### src/sv/rsh_pkg.sv
// rsh_pkg: shared types, widths, register codes and helpers for the radial shell histogram
// no dependencies; used by rsh_front, rsh_cell and radial_shell_histogram_top
`default_nettype none

package rsh_pkg;

    localparam int POS_W       = 24;  // Q12.12 coordinate
    localparam int SHL_W       = 6;   // shell index
    localparam int CNT_W       = 32;  // saturating counters
    localparam int MSQ_W       = 48;  // squared 24-bit value
    localparam int D2_W        = 50;  // sum of three squares
    localparam int S2_W        = 12;  // square of the shell count
    localparam int LHS_W       = 62;  // d^2 * S^2, also holds the squared shell bounds
    localparam int DLT_W       = 57;  // bound increment (2j+3) * max_distance^2
    localparam int FRONT_DEPTH = 4;   // stages ahead of the cell chain
    localparam int CFG_IDX_W   = 3;
    localparam int S_TDATA_W   = 72;
    localparam int M_TDATA_W   = 72;
    localparam int M_PAD_W     = M_TDATA_W - (SHL_W + 2 * CNT_W);

    localparam logic [CFG_IDX_W-1:0] CFG_CENTER_X  = 3'd0;
    localparam logic [CFG_IDX_W-1:0] CFG_CENTER_Y  = 3'd1;
    localparam logic [CFG_IDX_W-1:0] CFG_CENTER_Z  = 3'd2;
    localparam logic [CFG_IDX_W-1:0] CFG_MAX_DIST  = 3'd3;
    localparam logic [CFG_IDX_W-1:0] CFG_SHELLS    = 3'd4;

    // request kind carried on tuser
    localparam logic KIND_MOLECULE = 1'b0;
    localparam logic KIND_SNAPSHOT = 1'b1;

    localparam logic [POS_W-1:0] MAX_DIST_RST = 24'd4096;
    localparam logic [SHL_W-1:0] SHELLS_RST   = 6'd32;

    // molecule token walking the cell chain
    typedef struct packed {
        logic [LHS_W-1:0] lhs;     // d^2 * S^2
        logic [LHS_W-1:0] bnd;     // ((j+1) * max_distance)^2 at cell j
        logic [DLT_W-1:0] dlt;     // (2j+3) * max_distance^2 at cell j
        logic             placed;  // shell already found
        logic [SHL_W-1:0] k;       // shell index once placed
        logic [CNT_W-1:0] cnt;     // shell count after the increment
    } t_tok;

    function automatic logic [CNT_W-1:0] sat_inc(input logic [CNT_W-1:0] v);
        return (v == '1) ? v : v + CNT_W'(1);
    endfunction

    function automatic logic [POS_W-1:0] abs_diff(input logic [POS_W-1:0] a,
                                                  input logic [POS_W-1:0] b);
        return (a >= b) ? (a - b) : (b - a);
    endfunction

endpackage

`default_nettype wire

### src/sv/rsh_cell.sv
// rsh_cell: one shell of the chain; holds the shell count, places passing tokens, rotates counts
// depends on rsh_pkg
`default_nettype none

module rsh_cell #(
    parameter int CELL_IDX = 0
) (
    input  wire logic                        i_clk,
    input  wire logic                        i_rst_n,
    input  wire logic                        i_adv,
    input  wire logic                        i_rot,
    input  wire logic [rsh_pkg::CNT_W-1:0]   i_rot_cnt,
    input  wire logic [rsh_pkg::SHL_W-1:0]   i_shells,
    input  wire logic [rsh_pkg::DLT_W-1:0]   i_step,
    input  wire logic                        i_tok_v,
    input  wire rsh_pkg::t_tok               i_tok,
    output logic                             o_tok_v,
    output rsh_pkg::t_tok                    o_tok,
    output logic [rsh_pkg::CNT_W-1:0]        o_count
);

    logic                       r_tok_v;
    rsh_pkg::t_tok              r_tok;
    logic [rsh_pkg::CNT_W-1:0]  r_count;

    logic                       w_hit;
    logic [rsh_pkg::CNT_W-1:0]  w_inc;
    rsh_pkg::t_tok              n_tok;

    // molecule lands here when this is the overflow shell or the next bound lies beyond it
    assign w_hit = i_tok_v && !i_tok.placed &&
                   ((rsh_pkg::SHL_W'(CELL_IDX) == i_shells) || (i_tok.bnd > i_tok.lhs));
    assign w_inc = rsh_pkg::sat_inc(r_count);

    always_comb begin
        n_tok = i_tok;
        if (w_hit) begin
            n_tok.placed = 1'b1;
            n_tok.k      = rsh_pkg::SHL_W'(CELL_IDX);
            n_tok.cnt    = w_inc;
        end else if (!i_tok.placed) begin
            n_tok.bnd = i_tok.bnd + rsh_pkg::LHS_W'(i_tok.dlt);
            n_tok.dlt = i_tok.dlt + i_step;
        end
    end

    always_ff @(posedge i_clk) begin
        if (!i_rst_n) begin
            r_tok_v <= 1'b0;
            r_count <= '0;
        end else if (i_adv) begin
            r_tok_v <= i_tok_v;
            if (i_rot) begin
                r_count <= i_rot_cnt;
            end else if (w_hit) begin
                r_count <= w_inc;
            end
        end
    end

    always_ff @(posedge i_clk) begin
        if (i_adv) begin
            r_tok <= n_tok;
        end
    end

    assign o_tok_v = r_tok_v;
    assign o_tok   = r_tok;
    assign o_count = r_count;

endmodule

`default_nettype wire

### config.mk
export PLATFORM = sky130hd
export DESIGN_NAME = rsh_cell
export DESIGN_NICKNAME = d
export VERILOG_FILES = /design/src/sv/rsh_pkg.sv /design/src/sv/rsh_cell.sv
export SDC_FILE = /design/constraint.sdc
export NUM_CORES = 1
export LEC_CHECK = 0
export BUFFER_PORTS_ARGS = -buffer_cell sky130_fd_sc_hd__buf_2
export CAP_MARGIN = 20
export CORE_AREA = 2 2 225 227
export CTS_BUF_LIST = sky130_fd_sc_hd__clkbuf_4 sky130_fd_sc_hd__clkbuf_8
export CTS_CLUSTER_SIZE = 12
export DETAILED_ROUTE_END_ITERATION = 16
export DIE_AREA = 0 0 227 229
export PLACE_DENSITY_LB_ADDON = 0.12
export SYNTH_ARGS = -nofsm -noshare
export SYNTH_HDL_FRONTEND = slang
export SYNTH_SLANG_ARGS = --single-unit
### constraint.sdc
create_clock -name i_clk -period 4.9 [get_ports i_clk]
set_input_delay 0.735 -clock i_clk [delete_from_list [all_inputs] [get_ports i_clk]]
set_output_delay 0.735 -clock i_clk [all_outputs]
set_load 0.1 [all_outputs]
Word level (Yosys, flattened, before mapping)
Index checks and enable logic that the tools add are counted.
Widths: inputs -> output; s select.
- bits of input ports: 320
- output and inout port bits: 253
- register bits after elaboration: 253
- eq/ne operators: 1
- add/subtract/negate cells: 3
- reductions and logical operators: 7
- $lt $le $gt $ge: 1
- mux-type cells: 6
- operators with widths (cell ; count):
    $mux 119 ; 2
    $mux 32 ; 4
    $add 62x57->62 ; 1
    $gt 62x62->1 ; 1
    $add 57x57->57 ; 1
    $add 32x1->32 const B ; 1
    $eq 32x32->1 const B ; 1
    $logic_not 6->1 ; 1
    $logic_and 1x1->1 ; 2
    $reduce_and 2->1 ; 1
    $reduce_bool 2->1 ; 1
    $logic_not 1->1 ; 1
    $logic_or 1x1->1 ; 1

Longest topological paths before layout
Gate-level depths: netlist of run 1.
- word-level depth: 5
- depth in mapped cells: 15
- mapped depth without buffers: 13

Worst setup path after synthesis of run 1
OpenSTA, ideal clock, no wires.
- path kind: input port to flip-flop
- from: input i_tok[39] (netlist name)
- to: register r_tok, in the netlist o_tok[154], data pin
- arrival time: 3.241 ns
- library setup time: 0.262 ns
- path slack: 1.396 ns
- stages on the path: 12
- path buffers: 0
- required time: 4.638 ns
- cell sequence: ha_1 -> fa_1 -> a21oi_1 -> nand4b_1 -> a2111oi_2 -> nor3b_1 -> o211ai_1 -> a31oi_1 -> o21ai_1 -> o41ai_2 -> nor3b_2 -> xor2_1
- RTL lines (element ; RTL line ; RTL):
    start: declaration ; rsh_cell.sv:16 ; input wire rsh_pkg::t_tok i_tok,
    end signal: assignment ; rsh_cell.sv:63 ; r_tok <= n_tok;
    end: declaration ; rsh_cell.sv:23 ; rsh_pkg::t_tok r_tok;

==> results of run 1 <==
==> Yosys cell counts (30+ instances only) <==
library cell	number
a211oi_1	31
inv_1	100
buf_2	30
xnor2_1	76
ha_1	176
clkbuf_1	63
dfxtp_1	33
xor2_1	64
nor2_1	147
nand2_1	261
nand3_1	56
a21oi_1	216
o21ai_0	217
edfxtp_1	220
nand4_1	46
a21o_1	67
==> state kept, by name, summed over array words and instances (netlist names) <==
name / cells
o_count: 32
o_tok_v: 1
o_tok: 220
==> metrics by stage <==
| step | instance area (sq um) | worst slack, ns | hold WS [ns] | std cells |
|---|---|---|---|---|
| floorplan | 18810 | 1.396 | 0.8339 | 2112 |
| global placement | 22360 | 0.09700 | 0.4787 | 3278 |
| detailed placement | 22360 | 0.07626 | 0.4794 | 3278 |
| CTS | 23370 | 0.7570 | 0.2341 | 3372 |
| global route | 23390 | 0.6826 | 0.2314 | 3380 |
| finish | 23390 | 0.8917 | 0.2776 | 3381 |
==> worst paths after layout <==
| path | end | slack [ns] | depth (start not counted) |
|---|---|---|---|
| max | o_tok[93] | 0.89 | 13 |
| min | o_tok[183] | 0.28 | 1 |
| max reg2reg | o_tok[30] | 1.87 | 10 |
| min reg2reg | o_tok_v | 0.49 | 2 |
==> where the power goes <==
part | switching [mW] | total [mW] | internal (mW)
registers | 0.0891 | 2.70 | 2.61
logic | 2.62 | 3.39 | 0.774
clock network | 1.01 | 2.23 | 1.22
==> kinds of logic (layout without fill, tap and decap cells) <==
family,count (synthesis),after routing,share of synthesized area
adders and majority gates,178,178,0.1192
xor gates and xnor gates,140,140,0.06518
and+or+nand+nor,633,633,0.1542
DFF,253,253,0.3863
other,0,8,0
AOI/OAI and AO/OA,692,692,0.2246
buffers and inverters,203,792,0.04310
muxes,13,13,0.007450
==> routing by layer <==
metal | global-route usage | vias up
met2 | 0.4420 | 662
met1 | 0.3224 | 8705
li1 | - | 8919
met3 | 0.05978 | 118
met4 | 0.07802 | 10
met5 | 0 | -
==> cell type report <==
cell class	count	area (sq um)
fillers	5004	26270
multi-input cells	1656	10750
flip-flops and latches	253	7267
repair buffers	596	3113
clock buffers	74	887.1
well taps	672	840.8
inverters	102	387.9
clock inverters	20	123.9
diodes	8	20.02
==> critical path, cell delays in order <==
cell and delay (ns):
buf_2 0.09, inv_1 0.05, ha_1 0.29, nand4_1 0.22
nor4_2 0.49, and2_1 0.41, nand4_1 0.34, o41ai_2 0.53
a31oi_1 0.13, nor2_4 0.28, inv_6 0.15, a211oi_1 0.28
or3b_1 0.37
==> run_results.csv, run 1 <==
group,metric,value,unit
clock_tree,cts_tree,"built",
run_status,status,"finished clean",
timing,finalHoldViolations,0,
detailed_routing,drt-initial-drc-count,1242,
detailed_routing,wl,69820,microns
finish,final_util,0.4710,
global_route,gr-usage-all-layers,0.2586,
finish,final_nets,3157,
clock_tree,clockRootBuffer,"clkbuf_8",
power_and_ir_drop,leakage,10.41,nW
yosys,synth_area,18810,sq um
clock_tree,clk_pin_slew,0.06,ns
yosys,ys_seq_area_frac,0.3863,
finish,drive_above_1_share,0.2629,
detailed_routing,vias,18410,
setup_path,cp.required,5.29,ns
yosys,synth.avg_cell_area,8.907,sq um
die,die_area,51980,sq um
clock_tree,cts_buffers,50,
global_route,grt_pass1_wl,103600,microns
clock_tree,clk_path_buf_depth,3,
die,die_height,229,microns
yosys,postSynthNetCount,2610,
timing,finalSetupTns,0,ns
yosys,async_reset_ff_frac,0,
timing,setup_violations,0,
clock_tree,htreeDepth,2,
yosys,yosys_warnings,0,
finish,layout_common_cells,"buf_2, nand2_1, edfxtp_1, o21ai_0, a21oi_1",
yosys,synthTopCellsByArea,"edfxtp_1, ha_1, o21ai_0",
min_path,min_from,"i_tok[183]",
detailed_routing,top_layer,"met5",
yosys,yosys_most_used_dff,"edfxtp_1",
yosys,syn_inst,2112,
die,coreArea,49660,sq um
clock_tree,postCtsSetupBuffers,0,
yosys,yosysTopAreaCell,"edfxtp_1",
finish,area_growth,24.34,%
timing,slew-limit-headroom,0.3483,
place,hpwl,55790,microns
clock_tree,cts_resized,0,
power_and_ir_drop,fin_total_pwr,8.319,mW
global_route,grt_max_degree,107,
timing,fmax,0.2495,GHz
timing,skew,0.01445,ns
setup_path,regToRegStartpoint,"o_count[6]",
yosys,synth-edff-count,220,
timing,timing.final.crit_share,0.8180,
flow_run,maxCapViolCount,0,
detailed_routing,met2WireLength,33500,microns
setup_path,end_kind,"flop",
clock_tree,clock_latency,0.65,ns
die,start_util,0.3788,
timing,rsz0062_at_grt,"false",
die,die_w,227,microns
detailed_routing,drc,0,
timing,tightest_slew,0.9776,ns
detailed_routing,met3_length,5231,microns
detailed_routing,wl_per_cell,20.65,microns
setup_path,critPathMaxFanout,22,
clock_tree,cts.sinks,253,
timing,min_period,4.008,ns
detailed_routing,dr.pass1.iters,6,
power_and_ir_drop,ir_drop,0.2818,mV
global_route,antenna_found_initial,12,
clock_tree,cts_hold_buffers,0,
finish,mostFrequentLayoutCell,"buf_2",
setup_path,crit_start,"i_tok[218]",
detailed_routing,drtAntennaViolNets,0,
global_route,grt_overflow,0,
yosys,synth-seq-cells,253,
setup_path,crit_type,"in -> reg",
setup_path,start_kind,"input pin",
detailed_routing,wl_met1,29220,microns
yosys,ys_types,80,
power_and_ir_drop,p_per_area,355.6,nW/um^2
timing,maxSlewViolCount,0,
place,gp_congestion,0.9201,
detailed_routing,vias_per_cell,5.446,
die,io_pins,573,
global_route,grt_pass1_vias,17780,
setup_path,worstPathArrival,4.39,ns
die,rows,82,
yosys,synth_top_area_share,0.3512,
min_path,min_path_type,"in -> reg",
place,io_buffers,572,
Power figures use the tool's default switching activity.
==> run 2, diff against run 1 <==
CORE_AREA = 2 2 224 226   (was 2 2 225 227)
DIE_AREA = 0 0 226 228   (was 0 0 227 229)
clock period = 3.5 ns   (was 4.9 ns; I/O delays follow)
==> run 2 against run 1 <==
  * Via count grew 3.5%
  * Wire length grew 2.1%
  * Core utilization grew 4.0 points
  * Critical path type unchanged
  * Largest power group unchanged
  * Flip-flop and latch count is the same
  * Critical endpoint is now o_tok[154]
  * Register-to-register slack lost 1.3 ns
  * Largest cell class unchanged
  * Sequential power grew 40%
  * First-iteration DRC count is essentially flat
  * Combinational power grew 50%
  * Critical path depth grew 3
==> run_results.csv, run 2 (synthesized netlist as in run 1, its figures left out) <==
group,metric,value,unit
die,rows,82,
finish,n_fill_cell,4740,
clock_tree,postCtsSetupBuffers,0,
clock_tree,cts_resized,0,
clock_tree,cts_buffers,49,
detailed_routing,wl,71260,microns
timing,fin_ws,0.2201,ns
detailed_routing,drc,0,
run_status,status,"finished clean",
timing,maxSlewViolCount,0,
place,placed_area,24130,sq um
flow_run,maxCapViolCount,0,
finish,final_util,0.5107,
place,dp.cells,3511,
detailed_routing,vias_per_cell,5.280,
detailed_routing,dr.pass1.iters,5,
timing,slew-limit-headroom,0.4060,
global_route,grt_max_degree,75,
die,die_area,51530,sq um
finish,seqCellArea,7267,sq um
place,pre_cts_ws,-0.6025,ns
global_route,grt_overflow,0,
finish,largest_register_ffs,220,
detailed_routing,wl_per_cell,19.75,microns
timing,fmax,0.3049,GHz
clock_tree,cts_hold_buffers,0,
clock_tree,htreeDepth,2,
timing,finalSetupTns,0,ns
detailed_routing,drt-initial-drc-count,1243,
die,start_util,0.3812,
global_route,grt_pass1_wl,107500,microns
die,io_pins,573,
clock_tree,clock_latency,0.64,ns
setup_path,start_kind,"input pin",
setup_path,end_kind,"flop",
clock_tree,clk_path_buf_depth,3,
min_path,min_path_type,"in -> reg",
timing,rsz0062_at_grt,"false",
setup_path,critPathMaxFanout,3,
power_and_ir_drop,ir_drop,0.3337,mV
place,gp_congestion,0.9362,
timing,min_period,3.280,ns
global_route,grt_pass1_vias,18830,
die,coreArea,49350,sq um
finish,area_growth,33.98,%
die,die_w,226,microns
place,io_buffers,572,
setup_path,worstPathArrival,3.66,ns
power_and_ir_drop,leakage,11.56,nW
global_route,gr-usage-all-layers,0.2697,
clock_tree,cts.sinks,253,
finish,design_area,25200,sq um
detailed_routing,vias,19050,
timing,tightest_slew,0.8841,ns
timing,timing.final.crit_share,0.9371,
finish,drive_above_1_share,0.3226,
timing,skew,0.02478,ns
timing,setup_violations,0,
clock_tree,clockRootBuffer,"clkbuf_8",
clock_tree,clk_pin_slew,0.06,ns
finish,final_nets,3389,
finish,multi_input_area,10750,sq um
clock_tree,cts_tree,"built",
power_and_ir_drop,p_per_area,481.7,nW/um^2
finish,fin_cells,3608,
place,hpwl,57940,microns
setup_path,cp.required,3.88,ns
finish,layout_common_cells,"buf_2, nand2_1, buf_4, edfxtp_1, a21oi_1",
setup_path,crit_type,"in -> reg",
global_route,antenna_found_initial,9,
detailed_routing,drtAntennaViolNets,0,
timing,finalHoldViolations,0,
finish,mostFrequentLayoutCell,"buf_2",
die,die_height,228,microns
## run 2: final timing paths
check,from,endpoint,slack (ns),cells after the start
max,i_tok[39],o_tok[154],0.22,16
min,i_tok[202],o_tok[202],0.08,1
max reg2reg,o_count[0],o_tok[16],0.62,9
min reg2reg,o_tok_v,o_tok_v,0.51,2
## run 2: area by class of cell
cell class | instances | area share
clock buffer | 70 | 0.03376
tap | 672 | 0.03336
antenna | 7 | 0.0006950
timing repair buffer | 829 | 0.1939
multi-input combinational | 1656 | 0.4266
sequential | 253 | 0.2883
inverter | 102 | 0.01539
clock inverter | 19 | 0.007943
## run 2: metrics by stage
stage,hold slack [ns],power (mW)
floorplan,0.6239,7.429
global placement,0.4750,8.894
detailed placement,0.4942,8.906
CTS,0.01602,12.24
global route,0.02179,12.68
finish,0.07787,12.14
## run 2: worst max-delay path, stage by stage
cell,delay [ns]
buf_2,0.11
buf_4,0.13
ha_1,0.26
fa_1,0.43
a21oi_1,0.19
nand4b_1,0.19
a2111oi_2,0.10
nor3b_1,0.31
o211ai_1,0.14
buf_4,0.18
a31oi_1,0.13
buf_4,0.17
o21ai_1,0.13
o41ai_2,0.41
nor3b_2,0.11
xor2_1,0.16
## run 2: routing by layer
metal,global-route usage,vias up,part of all wire
met2,0.4585,640,0.48
met3,0.04031,111,0.058
met4,0.08589,2,0.028
met5,0,-,0.00018
met1,0.3507,8932,0.43
li1,-,9365,-
## run 2: where the power goes
part           internal, mW  total (mW)  switching (mW)
logic                  1.35        5.10            3.75
clock network          1.86        3.27            1.41
registers              3.65        3.77           0.122
total                  6.86        12.1            5.28
==> run 3, diff against run 2 <==
CTS_BUF_LIST = sky130_fd_sc_hd__clkbuf_8   (was sky130_fd_sc_hd__clkbuf_4 sky130_fd_sc_hd__clkbuf_8)
==> run 3 against run 2 <==
  * Sequential power about the same
  * Cell count unchanged
  * Wire length about the same
  * Flip-flop and latch count unchanged
  * Core utilization decreased by 0.14 points
  * First-iteration DRC count increased by 6.7%
  * Fmax about the same
  * Clock skew increased by 0.0030 ns
  * Via count increased by 0.36%
  * Clock power decreased by 6%
  * Non-clock buffer count unchanged
==> run_results.csv, run 3 (synthesized netlist as in run 1, its figures left out) <==
group,metric,value,unit
power_and_ir_drop,p_sw_frac,0.4420,
clock_tree,clock_latency,0.64,ns
timing,tightest_slew,0.8909,ns
die,die_w,226,microns
global_route,grt_max_degree,75,
setup_path,critPathMaxFanout,3,
timing,min_period,3.279,ns
setup_path,end_kind,"flop",
detailed_routing,drtAntennaViolNets,0,
flow_run,maxCapViolCount,0,
finish,largest_register_ffs,220,
setup_path,cp_num_cells,16,
place,hpwl,57940,microns
power_and_ir_drop,seqPwrFrac,0.316,
setup_path,cpMaxStageDelayCell,"fa_1",
run_status,status,"finished clean",
finish,mostFrequentLayoutCell,"buf_2",
power_and_ir_drop,internal_power,6.670,mW
die,start_util,0.3812,
detailed_routing,wl,71320,microns
die,die_height,228,microns
setup_path,crit_top_cell,"buf_4",
die,coreArea,49350,sq um
detailed_routing,vias,19120,
finish,final_nets,3389,
finish,n_fill_cell,4757,
power_and_ir_drop,leakage,11.57,nW
setup_path,crit_chain,"buf_2, buf_4, ha_1, fa_1, a21oi_1, nand4b_1, a2111oi_2, nor3b_1, o211ai_1, buf_4, a31oi_1, buf_4, o21ai_1, o41ai_2, nor3b_2, xor2_1",
setup_path,regToRegStartpoint,"o_count[0]",
die,die_area,51530,sq um
timing,finalHoldViolations,0,
timing,fmax,0.3050,GHz
min_path,worstHoldPathCells,1,
finish,final_util,0.5094,
die,rows,82,
timing,rsz0062_at_grt,"false",
global_route,grt_pass1_vias,18820,
global_route,gr-usage-all-layers,0.2697,
setup_path,rr_worst_depth,9,
finish,layout_common_cells,"buf_2, nand2_1, buf_4, edfxtp_1, a21oi_1",
clock_tree,postCtsSetupBuffers,0,
min_path,hold_path_end,"o_tok[200]",
clock_tree,cts_resized,0,
finish,multi_input_area,10750,sq um
power_and_ir_drop,power_switching,5.283,mW
min_path,min_from,"i_tok[200]",
clock_tree,cts_tree,"built",
place,gp_congestion,0.9362,
timing,setup_violations,0,
timing,timing.final.crit_share,0.9368,
place,io_buffers,572,
min_path,min_path_type,"in -> reg",
timing,skew,0.02783,ns
finish,design_area,25140,sq um
finish,seqCellArea,7267,sq um
detailed_routing,dr.pass1.iters,6,
global_route,antenna_found_initial,9,
setup_path,start_kind,"input pin",
setup_path,slowest_delay,0.43,ns
setup_path,r2r_end,"o_tok[16]",
clock_tree,htreeDepth,2,
setup_path,cp.required,3.89,ns
clock_tree,clk_path_buf_depth,3,
setup_path,reg2reg_slack,0.60,ns
global_route,grt_overflow,0,
setup_path,crit_type,"in -> reg",
setup_path,cp_num_buf_inv,4,
clock_tree,cts_buffers,49,
clock_tree,clk_pin_slew,0.06,ns
global_route,grt_pass1_wl,107500,microns
place,placed_area,24130,sq um
power_and_ir_drop,combPwrFrac,0.427,
detailed_routing,vias_per_cell,5.299,
die,io_pins,573,
detailed_routing,drt-initial-drc-count,1326,
timing,slew-limit-headroom,0.4015,
setup_path,cp_top_family,"compound AO/OA/AOI/OAI gates",
clock_tree,clockRootBuffer,"clkbuf_8",
clock_tree,cts_hold_buffers,0,
power_and_ir_drop,p_per_area,475.5,nW/um^2
power_and_ir_drop,ir_drop,0.3327,mV
detailed_routing,drc,0,
finish,drive_above_1_share,0.3165,
clock_tree,cts.sinks,253,
finish,area_growth,33.62,%
setup_path,worstPathArrival,3.67,ns
detailed_routing,wl_per_cell,19.77,microns
timing,maxSlewViolCount,0,
power_and_ir_drop,clockPowerShare,0.258,
run 3: cell count changes in the layout (fill, tap and decap cells not counted):
cell      previous run  this run
clkbuf_4            18         0
inv_1              100       118
run 3: metrics by stage:
| stage | hold WS, ns | power, mW | TNS, ns | worst slack, ns | instances |
|---|---|---|---|---|---|
| 5_1_grt | 0.02006 | 12.49 | 0 | 0.02297 | 3608 |
| 2_1_floorplan | 0.6239 | 7.429 | 0 | 0.2062 | 2112 |
| 6_report | 0.07391 | 11.95 | 0 | 0.2213 | 3608 |
| 3_5_place_dp | 0.4942 | 8.906 | -69.55 | -0.6025 | 3511 |
| 3_3_place_gp | 0.4750 | 8.894 | -64.92 | -0.5111 | 3511 |
| 4_1_cts | 0.01316 | 12.05 | 0 | 0.06565 | 3600 |
run 3: metal layers:
metal | share of wire | track usage | vias up
met2 | 0.48 | 0.4578 | 670
met1 | 0.43 | 0.3513 | 8971
met3 | 0.059 | 0.04006 | 117
li1 | - | - | 9359
met4 | 0.029 | 0.08630 | 2
met5 | 0.00018 | 0 | -
run 3: worst max-delay path by stage:
stage,start,endpoint,slack [ns]
detailed placement,i_tok[121],o_tok[101],-0.60
global placement,i_tok[121],o_tok[101],-0.51
CTS,i_tok[218],o_tok[101],0.07
finish,i_tok[39],o_tok[154],0.22
floorplan,i_tok[39],o_tok[154],0.21
global route,i_tok[39],o_tok[154],0.02
run 3: power groups by stage:
stage                     clock, mW  combinational, mW  sequential (mW)
after detailed placement          0               5.08             3.83
after global routing           3.29               5.41             3.80
after CTS                      3.18               5.10             3.77
after floorplan                   0               1.47             5.96
after global placement            0               5.07             3.83
final                          3.08               5.10             3.77
run 3: final cells by class:
cell class	count	share of cell area
Multi-Input combinational cell	1656	0.4278
Sequential cell	253	0.2891
Timing Repair Buffer	829	0.1944
Tap cell	672	0.03345
Clock buffer	52	0.02847
Inverter	102	0.01543
Clock inverter	37	0.01065
Antenna cell	7	0.0006969
